**src/hdl/quadrature_speed_estimator_unit_assert.svh**
```systemverilog
// ----------------------------------------------------------------------------
// quadrature speed estimator assertion macros
// shared concurrent assertion forms, clocked on clk and disabled in reset
// ----------------------------------------------------------------------------
`ifndef QUADRATURE_SPEED_ESTIMATOR_UNIT_ASSERT_SVH
`define QUADRATURE_SPEED_ESTIMATOR_UNIT_ASSERT_SVH

// same-cycle implication
`define QSE_ASSERT_NOW(label, ante, cons, msg) \
	label: assert property (@(posedge clk) disable iff (!arst_n) (ante) |-> (cons)) \
		else $error(msg);

// next-cycle implication
`define QSE_ASSERT_NEXT(label, ante, cons, msg) \
	label: assert property (@(posedge clk) disable iff (!arst_n) (ante) |=> (cons)) \
		else $error(msg);

`endif

```
**src/hdl/qse_pkg.sv**
```systemverilog
// ----------------------------------------------------------------------------
// qse_pkg
// shared types, widths, register codes and the x4 decode table
// ----------------------------------------------------------------------------
`timescale 1ns / 1ps

package qse_pkg;

	localparam int COUNT_BITS_DEF = 32;
	localparam int DELTA_BITS     = 16;
	localparam int SPEED_BITS     = 40;
	localparam int SCALE_BITS     = 24;
	localparam int WEIGHT_BITS    = 17;
	localparam int FRAC_BITS      = 16;
	localparam int MUL_B_BITS     = WEIGHT_BITS + 1;
	localparam int PROD_BITS      = SPEED_BITS + MUL_B_BITS;
	localparam int CFG_INDEX_BITS = 1;
	localparam int CFG_DATA_BITS  = SCALE_BITS;

	localparam logic [WEIGHT_BITS-1:0] WEIGHT_ONE        = 17'd65536;
	localparam logic [SCALE_BITS-1:0]  SPEED_SCALE_RESET = 24'd12452;
	localparam logic [WEIGHT_BITS-1:0] EMA_WEIGHT_RESET  = 17'd45875;

	localparam logic [CFG_INDEX_BITS-1:0] REG_SPEED_SCALE = 1'd0;
	localparam logic [CFG_INDEX_BITS-1:0] REG_EMA_WEIGHT  = 1'd1;

	// indexed by {previous pin pair, current pin pair}, pair = {a, b}
	localparam logic signed [1:0] STEP_TABLE [16] = '{
		 2'sd0, -2'sd1,  2'sd1,  2'sd0,
		 2'sd1,  2'sd0,  2'sd0, -2'sd1,
		-2'sd1,  2'sd0,  2'sd0,  2'sd1,
		 2'sd0,  2'sd1, -2'sd1,  2'sd0
	};

	localparam logic OP_PIN_EVENT   = 1'b0;
	localparam logic OP_PERIOD_TICK = 1'b1;

	typedef struct packed {
		logic operation;
		logic pin_a;
		logic pin_b;
	} qse_in_t;

	typedef struct packed {
		logic signed [DELTA_BITS-1:0] tick_delta;
		logic signed [SPEED_BITS-1:0] speed_instant;
		logic signed [SPEED_BITS-1:0] speed_filtered;
	} qse_out_t;

endpackage

```
**src/hdl/qse_mul.sv**
```systemverilog
// ----------------------------------------------------------------------------
// qse_mul
// shared signed multiplier used by the scale, weight and blend steps of the sequencer
// ----------------------------------------------------------------------------
`timescale 1ns / 1ps

module qse_mul (
	input  logic signed [qse_pkg::SPEED_BITS-1:0] a,
	input  logic signed [qse_pkg::MUL_B_BITS-1:0] b,
	output logic signed [qse_pkg::PROD_BITS-1:0]  product
);

	logic signed [qse_pkg::PROD_BITS-1:0] a_ext;
	logic signed [qse_pkg::PROD_BITS-1:0] b_ext;

	always_comb begin
		a_ext   = qse_pkg::PROD_BITS'(a);
		b_ext   = qse_pkg::PROD_BITS'(b);
		product = a_ext * b_ext;
	end

endmodule

```
**src/hdl/quadrature_speed_estimator_unit.sv**
```systemverilog
// ----------------------------------------------------------------------------
// quadrature_speed_estimator_unit
// x4 quadrature decoder with a scaled, exponentially averaged speed output
// ----------------------------------------------------------------------------
// usage
//   input channel (in_valid / in_ready / in_item): operation 0 is a pin event
//   that samples channels a and b and moves the position count by -1, 0 or +1;
//   it gives no item out. operation 1 is a period tick that produces one item
//   on the output channel (out_valid / out_ready / out_item).
//   configuration: cfg_wen writes cfg_data into register cfg_index at the
//   clock edge (0 speed_scale, 1 ema_weight); write only while idle.
// sequencing
//   a pin event does not leave the idle state, so in_ready stays high.
//   a period tick runs through the sequencer around one shared multiplier:
//   difference, saturate, scale, weight, blend, write. the first tick skips
//   the weight and blend steps. out_valid rises when the write step ends,
//   which waits while a held result is not taken, and in_ready returns in
//   the same cycle, so a new tick is taken only once the last one is through.
// reset and stall
//   arst_n clears the count, pin history and average and loads the register
//   defaults. a stalled receiver holds the result in the output register;
//   events are still taken, a following tick waits in its write step.
// ----------------------------------------------------------------------------
`timescale 1ns / 1ps

`include "quadrature_speed_estimator_unit_assert.svh"

module quadrature_speed_estimator_unit #(
	parameter int COUNT_BITS = qse_pkg::COUNT_BITS_DEF
) (
	input  logic                                  clk,
	input  logic                                  arst_n,
	input  logic                                  in_valid,
	output logic                                  in_ready,
	input  qse_pkg::qse_in_t                      in_item,
	output logic                                  out_valid,
	input  logic                                  out_ready,
	output qse_pkg::qse_out_t                     out_item,
	input  logic                                  cfg_wen,
	input  logic [qse_pkg::CFG_INDEX_BITS-1:0]    cfg_index,
	input  logic [qse_pkg::CFG_DATA_BITS-1:0]     cfg_data
);

	localparam int DB = qse_pkg::DELTA_BITS;
	localparam int SB = qse_pkg::SPEED_BITS;
	localparam int FB = qse_pkg::FRAC_BITS;
	localparam int PB = qse_pkg::PROD_BITS;

	typedef enum logic [2:0] {
		S_IDLE,
		S_SAT,
		S_SCALE,
		S_WEIGHT,
		S_BLEND,
		S_WR
	} state_t;

	state_t state_q;

	// configuration
	logic [qse_pkg::SCALE_BITS-1:0]  scale_q;
	logic [qse_pkg::WEIGHT_BITS-1:0] weight_q;

	// decoder state
	logic [1:0]            pins_q;
	logic [COUNT_BITS-1:0] pos_q;
	logic [COUNT_BITS-1:0] last_q;

	// averaging state
	logic signed [SB-1:0] avg_q;
	logic                 seeded_q;

	// working registers
	logic [COUNT_BITS-1:0] diff_q;
	logic signed [DB-1:0]  delta_q;
	logic signed [SB-1:0]  inst_q;
	logic signed [PB-1:0]  acc_q;

	// output register
	logic              out_valid_q;
	qse_pkg::qse_out_t out_q;

	// pin decode
	logic [1:0]        pins_new;
	logic signed [1:0] step;
	logic [COUNT_BITS-1:0] pos_next;

	// handshakes
	logic in_take;
	logic out_free;

	// saturation
	logic [COUNT_BITS-DB:0] diff_hi;
	logic signed [DB-1:0]   delta_sat;

	// weights, clamped to one
	logic [qse_pkg::WEIGHT_BITS-1:0] w_eff;
	logic [qse_pkg::WEIGHT_BITS-1:0] w_rest;

	// shared multiplier
	logic signed [SB-1:0]                  mul_a;
	logic signed [qse_pkg::MUL_B_BITS-1:0] mul_b;
	logic signed [PB-1:0]                  mul_p;
	logic signed [PB-1:0]                  blend_sum;

	assign in_ready  = (state_q == S_IDLE);
	assign in_take   = in_valid && in_ready;
	assign out_free  = !out_valid_q || out_ready;
	assign out_valid = out_valid_q;
	assign out_item  = out_q;

	always_comb begin
		pins_new = {in_item.pin_a, in_item.pin_b};
		step     = qse_pkg::STEP_TABLE[{pins_q, pins_new}];
		if (step == 2'sd1) begin
			pos_next = pos_q + COUNT_BITS'(1);
		end else if (step == -2'sd1) begin
			pos_next = pos_q - COUNT_BITS'(1);
		end else begin
			pos_next = pos_q;
		end
	end

	// clamp the wrapped difference to the signed delta range
	always_comb begin
		diff_hi = diff_q[COUNT_BITS-1:DB-1];
		if ((&diff_hi) || !(|diff_hi)) begin
			delta_sat = diff_q[DB-1:0];
		end else if (diff_q[COUNT_BITS-1]) begin
			delta_sat = {1'b1, {(DB-1){1'b0}}};
		end else begin
			delta_sat = {1'b0, {(DB-1){1'b1}}};
		end
	end

	always_comb begin
		w_eff  = (weight_q > qse_pkg::WEIGHT_ONE) ? qse_pkg::WEIGHT_ONE : weight_q;
		w_rest = qse_pkg::WEIGHT_ONE - w_eff;
	end

	// operand select: scale step, new-sample weight, old-average weight
	always_comb begin
		case (state_q)
			S_SCALE: begin
				mul_a = SB'($signed({1'b0, scale_q}));
				mul_b = qse_pkg::MUL_B_BITS'(delta_q);
			end
			S_WEIGHT: begin
				mul_a = inst_q;
				mul_b = $signed({1'b0, w_eff});
			end
			default: begin
				mul_a = avg_q;
				mul_b = $signed({1'b0, w_rest});
			end
		endcase
	end

	qse_mul u_mul (
		.a       (mul_a),
		.b       (mul_b),
		.product (mul_p)
	);

	// the arithmetic shift gives the floor of the weighted sum
	assign blend_sum = acc_q + mul_p;

	always_ff @(posedge clk or negedge arst_n) begin
		if (!arst_n) begin
			state_q     <= S_IDLE;
			scale_q     <= qse_pkg::SPEED_SCALE_RESET;
			weight_q    <= qse_pkg::EMA_WEIGHT_RESET;
			pins_q      <= 2'b00;
			pos_q       <= '0;
			last_q      <= '0;
			avg_q       <= '0;
			seeded_q    <= 1'b0;
			out_valid_q <= 1'b0;
		end else begin
			if (cfg_wen) begin
				case (cfg_index)
					qse_pkg::REG_SPEED_SCALE: scale_q  <= cfg_data;
					qse_pkg::REG_EMA_WEIGHT:  weight_q <= cfg_data[qse_pkg::WEIGHT_BITS-1:0];
					default: ;
				endcase
			end

			// load a new result, or drop valid once the held one is taken
			if (state_q == S_WR && out_free) begin
				out_valid_q <= 1'b1;
			end else if (out_valid_q && out_ready) begin
				out_valid_q <= 1'b0;
			end

			case (state_q)
				S_IDLE: begin
					if (in_take) begin
						if (in_item.operation == qse_pkg::OP_PERIOD_TICK) begin
							last_q  <= pos_q;
							state_q <= S_SAT;
						end else begin
							pos_q  <= pos_next;
							pins_q <= pins_new;
						end
					end
				end
				S_SAT: begin
					state_q <= S_SCALE;
				end
				S_SCALE: begin
					// first tick only seeds the average
					state_q <= seeded_q ? S_WEIGHT : S_WR;
				end
				S_WEIGHT: begin
					state_q <= S_BLEND;
				end
				S_BLEND: begin
					avg_q   <= blend_sum[FB+SB-1:FB];
					state_q <= S_WR;
				end
				S_WR: begin
					if (!seeded_q) begin
						avg_q    <= inst_q;
						seeded_q <= 1'b1;
					end
					if (out_free) begin
						state_q <= S_IDLE;
					end
				end
				default: begin
					state_q <= S_IDLE;
				end
			endcase
		end
	end

	// payload registers
	always_ff @(posedge clk) begin
		if (in_take && in_item.operation == qse_pkg::OP_PERIOD_TICK) begin
			diff_q <= pos_q - last_q;
		end
		if (state_q == S_SAT) begin
			delta_q <= delta_sat;
		end
		if (state_q == S_SCALE) begin
			// 16 x 24 bit product always fits the 40 bit speed range
			inst_q <= mul_p[SB-1:0];
		end
		if (state_q == S_WEIGHT) begin
			acc_q <= mul_p;
		end
		if (state_q == S_WR && out_free) begin
			out_q.tick_delta     <= delta_q;
			out_q.speed_instant  <= inst_q;
			out_q.speed_filtered <= seeded_q ? avg_q : inst_q;
		end
	end

	`QSE_ASSERT_NEXT(a_tick_snapshot, in_take && in_item.operation == qse_pkg::OP_PERIOD_TICK, last_q == $past(pos_q) && state_q == S_SAT, "tick did not capture the position count")

	`QSE_ASSERT_NEXT(a_event_step, in_take && in_item.operation == qse_pkg::OP_PIN_EVENT, (pos_q == $past(pos_q)) || (pos_q == $past(pos_q) + COUNT_BITS'(1)) || (pos_q == $past(pos_q) - COUNT_BITS'(1)), "pin event moved the count by more than one")

	`QSE_ASSERT_NOW(a_result_from_write, $rose(out_valid_q), $past(state_q == S_WR), "result appeared outside the write step")

	`QSE_ASSERT_NOW(a_result_seeded, out_valid_q, seeded_q, "result given before the average was seeded")

endmodule
```
**config.mk**
```make
export PLATFORM = sky130hd
export DESIGN_NAME = quadrature_speed_estimator_unit
export DESIGN_NICKNAME = d
export VERILOG_FILES = /design/src/hdl/qse_pkg.sv /design/src/hdl/qse_mul.sv /design/src/hdl/quadrature_speed_estimator_unit.sv
export VERILOG_INCLUDE_DIRS = /design/src /design/src/hdl
export SDC_FILE = /design/constraint.sdc
export NUM_CORES = 2
export LEC_CHECK = 0
export ABC_CLOCK_PERIOD_IN_PS = 24400
export CAP_MARGIN = 10
export CORE_AREA = 3 3 294 296
export DETAILED_ROUTE_END_ITERATION = 10
export DIE_AREA = 0 0 297 299
export DONT_BUFFER_PORTS = 1
export PLACE_DENSITY_LB_ADDON = 0.15
export SLEW_MARGIN = 10
export SYNTH_ARGS = -nofsm -noshare
export SYNTH_HDL_FRONTEND = slang
export SYNTH_SLANG_ARGS = --single-unit
```
**constraint.sdc**
```tcl
create_clock -name clk -period 24.4 [get_ports clk]
set_input_delay 4.88 -clock clk [delete_from_list [all_inputs] [get_ports clk]]
set_output_delay 4.88 -clock clk [all_outputs]
set_load 0.01 [all_outputs]
```
# Word level (Yosys, flattened, before mapping)
# Memory sizes are Yosys's and may differ from the RTL's.
# Cells that the tools add are included.
[totals] elab_cells=76 mem_count=1 mem_bits_ro=32 in_bits=33 reg_bits=392 output_inout_bits=98
[mem_list] name="(no name shown)" depth=16 word_bits=2 rd=1 rd_ports_with_merged_regs=0 wr=0 line_no="quadrature_speed_estimator_unit.sv:114" source="step = qse_pkg::STEP_TABLE[{pins_q, pins_new}];"
[classes] mul=1 bitwise_logic=3 n_addsub=5 n_eq_ne=10 n_lt_le_gt_ge=2 n_mux=18 reduce_logical=20
[ops] operator="$pmux 40 s2" count=2
[ops] operator="$mux 32" count=2
[ops] operator="$add 56x56->56" count=1
[ops] operator="$mul 40x18->56" count=1
[ops] operator="$mux 40" count=1
[ops] operator="$pmux 18 s2" count=1
[ops] operator="$add 32x1->32 const B" count=1
[ops] operator="$mux 16" count=2
[ops] operator="$sub 32x1->32 const B" count=1
[ops] operator="$sub 32x32->32" count=1
[ops] operator="$pmux 3 s6" count=1
[ops] operator="$gt 17x17->1 const B" count=1
[ops] operator="$mux 17" count=1
[ops] operator="$reduce_and 17->1" count=1
[ops] operator="$reduce_or 17->1" count=1
[ops] operator="$sub 17x17->17 const A" count=1
[ops] operator="$mux 3" count=4
[ops] operator="$reduce_and 3->1" count=3
[ops] operator="$eq 3x2->1 const B" count=2
[ops] operator="$eq 3x3->1 const B" count=2
[ops] operator="$reduce_bool 2->1" count=3
[ops] operator="$ge 5x5->1 const B" count=1
[ops] operator="$not 4->5" count=1
[ops] operator="$logic_and 1x1->1" count=4
[ops] operator="13 further kinds" count=20

# Depth between registers and ports, before layout
[logic_depth] word_depth=7 ltp_mapped=48 ltp_nobuf=45

# Hierarchy
# Synthesis repeated with hierarchy kept, for this count alone.
[unflattened] cells_unflattened=4776 area_unflattened_um2=45337.2
[modules_own_cells] mod="qse_mul" seq_area_each_um2=0.0 area_each_um2=24274.5 instances=1 cells_each=2815
[modules_own_cells] mod="quadrature_speed_estimator_unit" seq_area_each_um2=11028.1 area_each_um2=21062.7 instances=1 cells_each=1961

# Worst setup path after synthesis
# No wires, ideal clock.
[synth_timing] path_type="register to register" from="reg state_q[1]" to="reg avg_q[27]" required_ns=24.271 t_arrival_ns=10.764 period_less_slack_ns=10.893 path_buffers=3 setup_ns=0.129 path_stages_with_launch=45 setup_slack_ns=13.507 path_cell_list="dfrtp_1 -> nor2b_1 -> buf_2 -> nand2_1 -> inv_1 -> o21ai_0 -> o21ai_0 -> a22o_1 -> clkbuf_1 -> nand2_1 -> fa_1 -> inv_1 -> fa_1 -> inv_1 -> fa_1 -> inv_1 -> fa_1 -> fa_1 -> (+9 left out) -> o31ai_1 -> a21o_1 -> a21o_1 -> a21o_1 -> a21oi_1 -> xnor2_1 -> ha_1 -> a21oi_1 -> o211ai_1 -> o21ai_0 -> a21oi_1 -> or3_1 -> o2111a_1 -> nand2b_1 -> a311oi_2 -> o221ai_1 -> xnor2_1 -> o21ai_1"
[synth_via] elab_chain_cells=5 elab_cells_between_ends=10 cone_classes="add/sub: 1; mul: 1; eq/ne: 4; mux: 3; reduce/logical: 1"
[synth_lines] element="from (decl)" line_no="quadrature_speed_estimator_unit.sv:58" source="state_t state_q;"
[synth_lines] element="from (signal assigned)" line_no="quadrature_speed_estimator_unit.sv:212" source="state_q <= seeded_q ? S_WEIGHT : S_WR;"
[synth_lines] element="$eq 3x2->1" line_no="quadrature_speed_estimator_unit.sv:143" source="case (state_q)"
[synth_lines] element="$pmux 40 s2 or $pmux 18 s2 (tied branches)" line_no="quadrature_speed_estimator_unit.sv:143"
[synth_lines] element="$mul 40x18->56 (*)" line_no="qse_mul.sv:19" source="product = a_ext * b_ext;"
[synth_lines] element="named net mul_p[27]" line_no="quadrature_speed_estimator_unit.sv:103" source="logic signed [PB-1:0] mul_p;"
[synth_lines] element="$add 56x56->56 (*)" line_no="quadrature_speed_estimator_unit.sv:166" source="assign blend_sum = acc_q + mul_p;"
[synth_lines] element="$pmux 40 s2 (*)" line_no="quadrature_speed_estimator_unit.sv:195" source="case (state_q)"
[synth_lines] element="to (signal assigned)" line_no="quadrature_speed_estimator_unit.sv:218" source="avg_q <= blend_sum[FB+SB-1:FB];"
[synth_lines] element="to (signal assigned)" line_no="quadrature_speed_estimator_unit.sv:223" source="avg_q <= inst_q;"
[synth_lines] element="to (decl)" line_no="quadrature_speed_estimator_unit.sv:70" source="logic signed [SB-1:0] avg_q;"
# Mark *: on every way through the listed nets, which the timed path passes. The rest lies on a longest branch.
# A chain may end at the register's enable or synchronous reset.

# Worst setup path after layout
[layout_timing] from="reg state_q[1]" to="reg avg_q[39]"
# Same word-level chain as after synthesis.

==> results_dict.tcl <==
set metrics [dict create \
    status "complete, no violations" \
    routedWlPerCell_um 22.19 \
    final-hold-violation-count 0 \
    cts_max_path_buffers 3 \
    rsz0062_at_grt "false" \
    synth.avg_cell_area_um2 9.795 \
    cp_slowest_stage_delay_ns 0.78 \
    ff2ff_setup_slack_ns 11.82 \
    tns_ns 0 \
    crit_path_start_kind "flip-flop" \
    die-area_um2 88800 \
    ff2ff_path_depth 43 \
    finalSetupViolations 0 \
    hold_path.startpoint "delta_q[1]$_DFFE_PP_" \
    cts_resized 0 \
    cts_tree "done" \
    post-cts-setup-buffers 0 \
    synth_nets 5391 \
    via_per_inst 5.639 \
    max_cap_violations 0 \
    num_io_pins 131 \
    async_flop_share_pct 38.78 \
    yosys_warnings 0 \
    crit_top_cell "fa_1" \
    drtIter0Drc 2228 \
    dpl.hpwl_um 94570 \
    grt_pass1_wl_um 193100 \
    min_to "out_item[81]$_DFFE_PP_" \
    clock-root-buffer "clkbuf_16" \
    syn-instance-count 4435 \
    dieHeight_um 299 \
    grt_overflow 0 \
    cts_hold_buf 0 \
    finalNetCount 5333 \
    fin_crit_ns 12.58 \
    area.growth.synth_to_final_pct 6.282 \
    cp_slowest_cell "nor2b_4" \
    routed_wl_um 123000 \
    start_util_pct 51.83 \
    crit_fanout 40 \
    coreArea_um2 83820 \
    r2r-end "avg_q[39]$_DFFE_PN0P_" \
    slew_violations 0 \
    num_rows 106 \
    ys_seq_area_share_pct 25.39 \
    yosys_most_used_dff "edfxtp_1" \
    clk_pin_slew_ns 0.06 \
    first_global_vias 32640 \
    routabilityCongestion 0.9669 \
    fill_cells 7620 \
    ys_ff_latch 392 \
    crit_type "reg -> reg" \
    grt_max_degree 153 \
    antenna_left 0 \
    holdWs_ns 0.4889 \
    antenna_found_initial 7 \
    cts.sinks 392 \
    synth-edff-count 240 \
    skew_ns 0.03153 \
    grtUsageTotal_pct 28.39 \
    worstMarginPinSlew_ns 1.265 \
    critical_path_arrival_ns 13.08 \
    r2r_start "state_q[1]$_DFFE_PN0P_" \
    finalCritPeriodShare_pct 51.57 \
    hold_path.class "reg -> reg" \
    vias 31270 \
    cts_made_buffers 40 \
    min_delay_path_depth 0 \
    cts_max_level 2 \
    max_freq_ghz 0.07948 \
    worstSetupEndpointType "flip-flop" \
    portBuffers 0 \
    drt_pass1_iterations 6 \
    clock_latency_ns 0.59 \
    die_x_um 297 \
    synth_cell_types 83 \
    syn_area_um2 43440 \
    cp.required_ns 24.89 \
    drive_gt1_share_pct 6.419 \
    drc_errors 0 \
    slew_headroom_pct 15.68 \
]
## cells in the mapped netlist (all sizes together), types with 40 or more instances
library cell / number / area share [%]
ha: 254 / 7.3
nor2: 210 / 1.8
a21o: 103 / 1.8
fa: 669 / 31
o21ai: 221 / 2.6
mux2: 87 / 2.3
inv: 778 / 6.7
xnor2: 101 / 2.1
a21oi: 138 / 1.6
a22oi: 40 / 0.69
dfrtp: 138 / 7.9
edfxtp: 240 / 17
xor2: 55 / 1.1
clkbuf: 166 / 1.4
and2: 93 / 1.3
nand2: 727 / 6.3
## kinds of logic after synthesis
group           after synthesis  synth area share [%]
buf+inv                     957                 8.289
compound gates              676                 9.948
fa+ha+maj                   923                 38.15
flops                       392                 25.39
simple gates               1214                 12.07
mux                         116                 2.952
xor+xnor                    157                 3.214
## sequential cells by signal (all words and copies together) (netlist names), 16 cells and up
register	flops
last_q	32
delta_q	16
acc_q	56
diff_q	32
scale_q	24
pos_q	32
out_item	96
weight_q	17
avg_q	40
inst_q	40
## critical path: cells and delay by family (launching register included)
| kind | cells | cell delay (ns) |
|---|---|---|
| flops | 1 | 0.50 |
| compound gates | 15 | 2.98 |
| simple gates | 10 | 2.83 |
| xor+xnor | 2 | 0.39 |
| fa+ha+maj | 8 | 3.82 |
| buf+inv | 8 | 1.91 |
## routing by layer
metal  vias to the layer above  share of wire (%)  GRT usage [%]
li1                      14010                  -              -
met1                     15950                 42          38.13
met2                      1071                 46          45.30
met3                       234                8.2          6.495
met4                         6                4.2          10.49
met5                         -              0.030              0
## final cells by class
class	instances	area, um^2	area share, %
tap	1134	1419	3.073
antenna	2	5.005	0.01084
sequential	392	11030	23.89
timing repair buffer	79	596.8	1.293
inverter	778	2923	6.330
multi-input combinational	3086	28930	62.65
clock inverter	23	198.9	0.4309
clock buffer	51	1072	2.322
## stage by stage
step	util, %	std cells	worst slack, ns	instance area (um^2)
floorplan	-	4435	13.51	43440
global placement	53.55	5468	12.22	44880
detailed placement	53.56	5469	11.96	44890
CTS	55.08	5543	11.94	46170
global route	55.08	5543	11.03	46170
finish	55.08	5545	11.82	46170
## placed cells by master (no fill, tap or decap), types with 15 or more instances in the layout
| master | netlist | layout |
|---|---|---|
| a22oi_1 | 40 | 40 |
| xor2_1 | 55 | 55 |
| o21a_1 | 35 | 35 |
| ha_1 | 254 | 254 |
| buf_4 | 1 | 78 |
| nor2_1 | 210 | 208 |
| a21oi_1 | 137 | 135 |
| edfxtp_1 | 240 | 240 |
| nand2_1 | 725 | 725 |
| a21o_1 | 103 | 103 |
| inv_1 | 776 | 775 |
| nand3_1 | 32 | 32 |
| mux2i_1 | 28 | 28 |
| nor2b_1 | 26 | 24 |
| nand4_1 | 24 | 24 |
| o31ai_1 | 16 | 16 |
| dfrtp_1 | 138 | 136 |
| o21ai_0 | 180 | 177 |
| mux2_2 | 86 | 86 |
| a211oi_1 | 15 | 15 |
| fa_1 | 669 | 669 |
| clkbuf_16 | 0 | 40 |
| and2_1 | 93 | 92 |
| o21ai_1 | 40 | 41 |
| nor3_1 | 16 | 16 |
| nand2b_1 | 31 | 29 |
| xnor2_1 | 100 | 100 |
## worst max-delay path by stage
stage	from	to	cells after the start
after detailed placement	state_q[1]$_DFFE_PN0P_	avg_q[39]$_DFFE_PN0P_	43
after floorplan	state_q[1]$_DFFE_PN0P_	avg_q[27]$_DFFE_PN0P_	44
after global placement	state_q[1]$_DFFE_PN0P_	avg_q[27]$_DFFE_PN0P_	43
after CTS	state_q[1]$_DFFE_PN0P_	avg_q[39]$_DFFE_PN0P_	43
final	state_q[1]$_DFFE_PN0P_	avg_q[39]$_DFFE_PN0P_	43
after global routing	state_q[1]$_DFFE_PN0P_	avg_q[39]$_DFFE_PN0P_	43
Power is not shown: default switching activity piles up to over one toggle a cycle in this logic, so the estimate is an artifact.
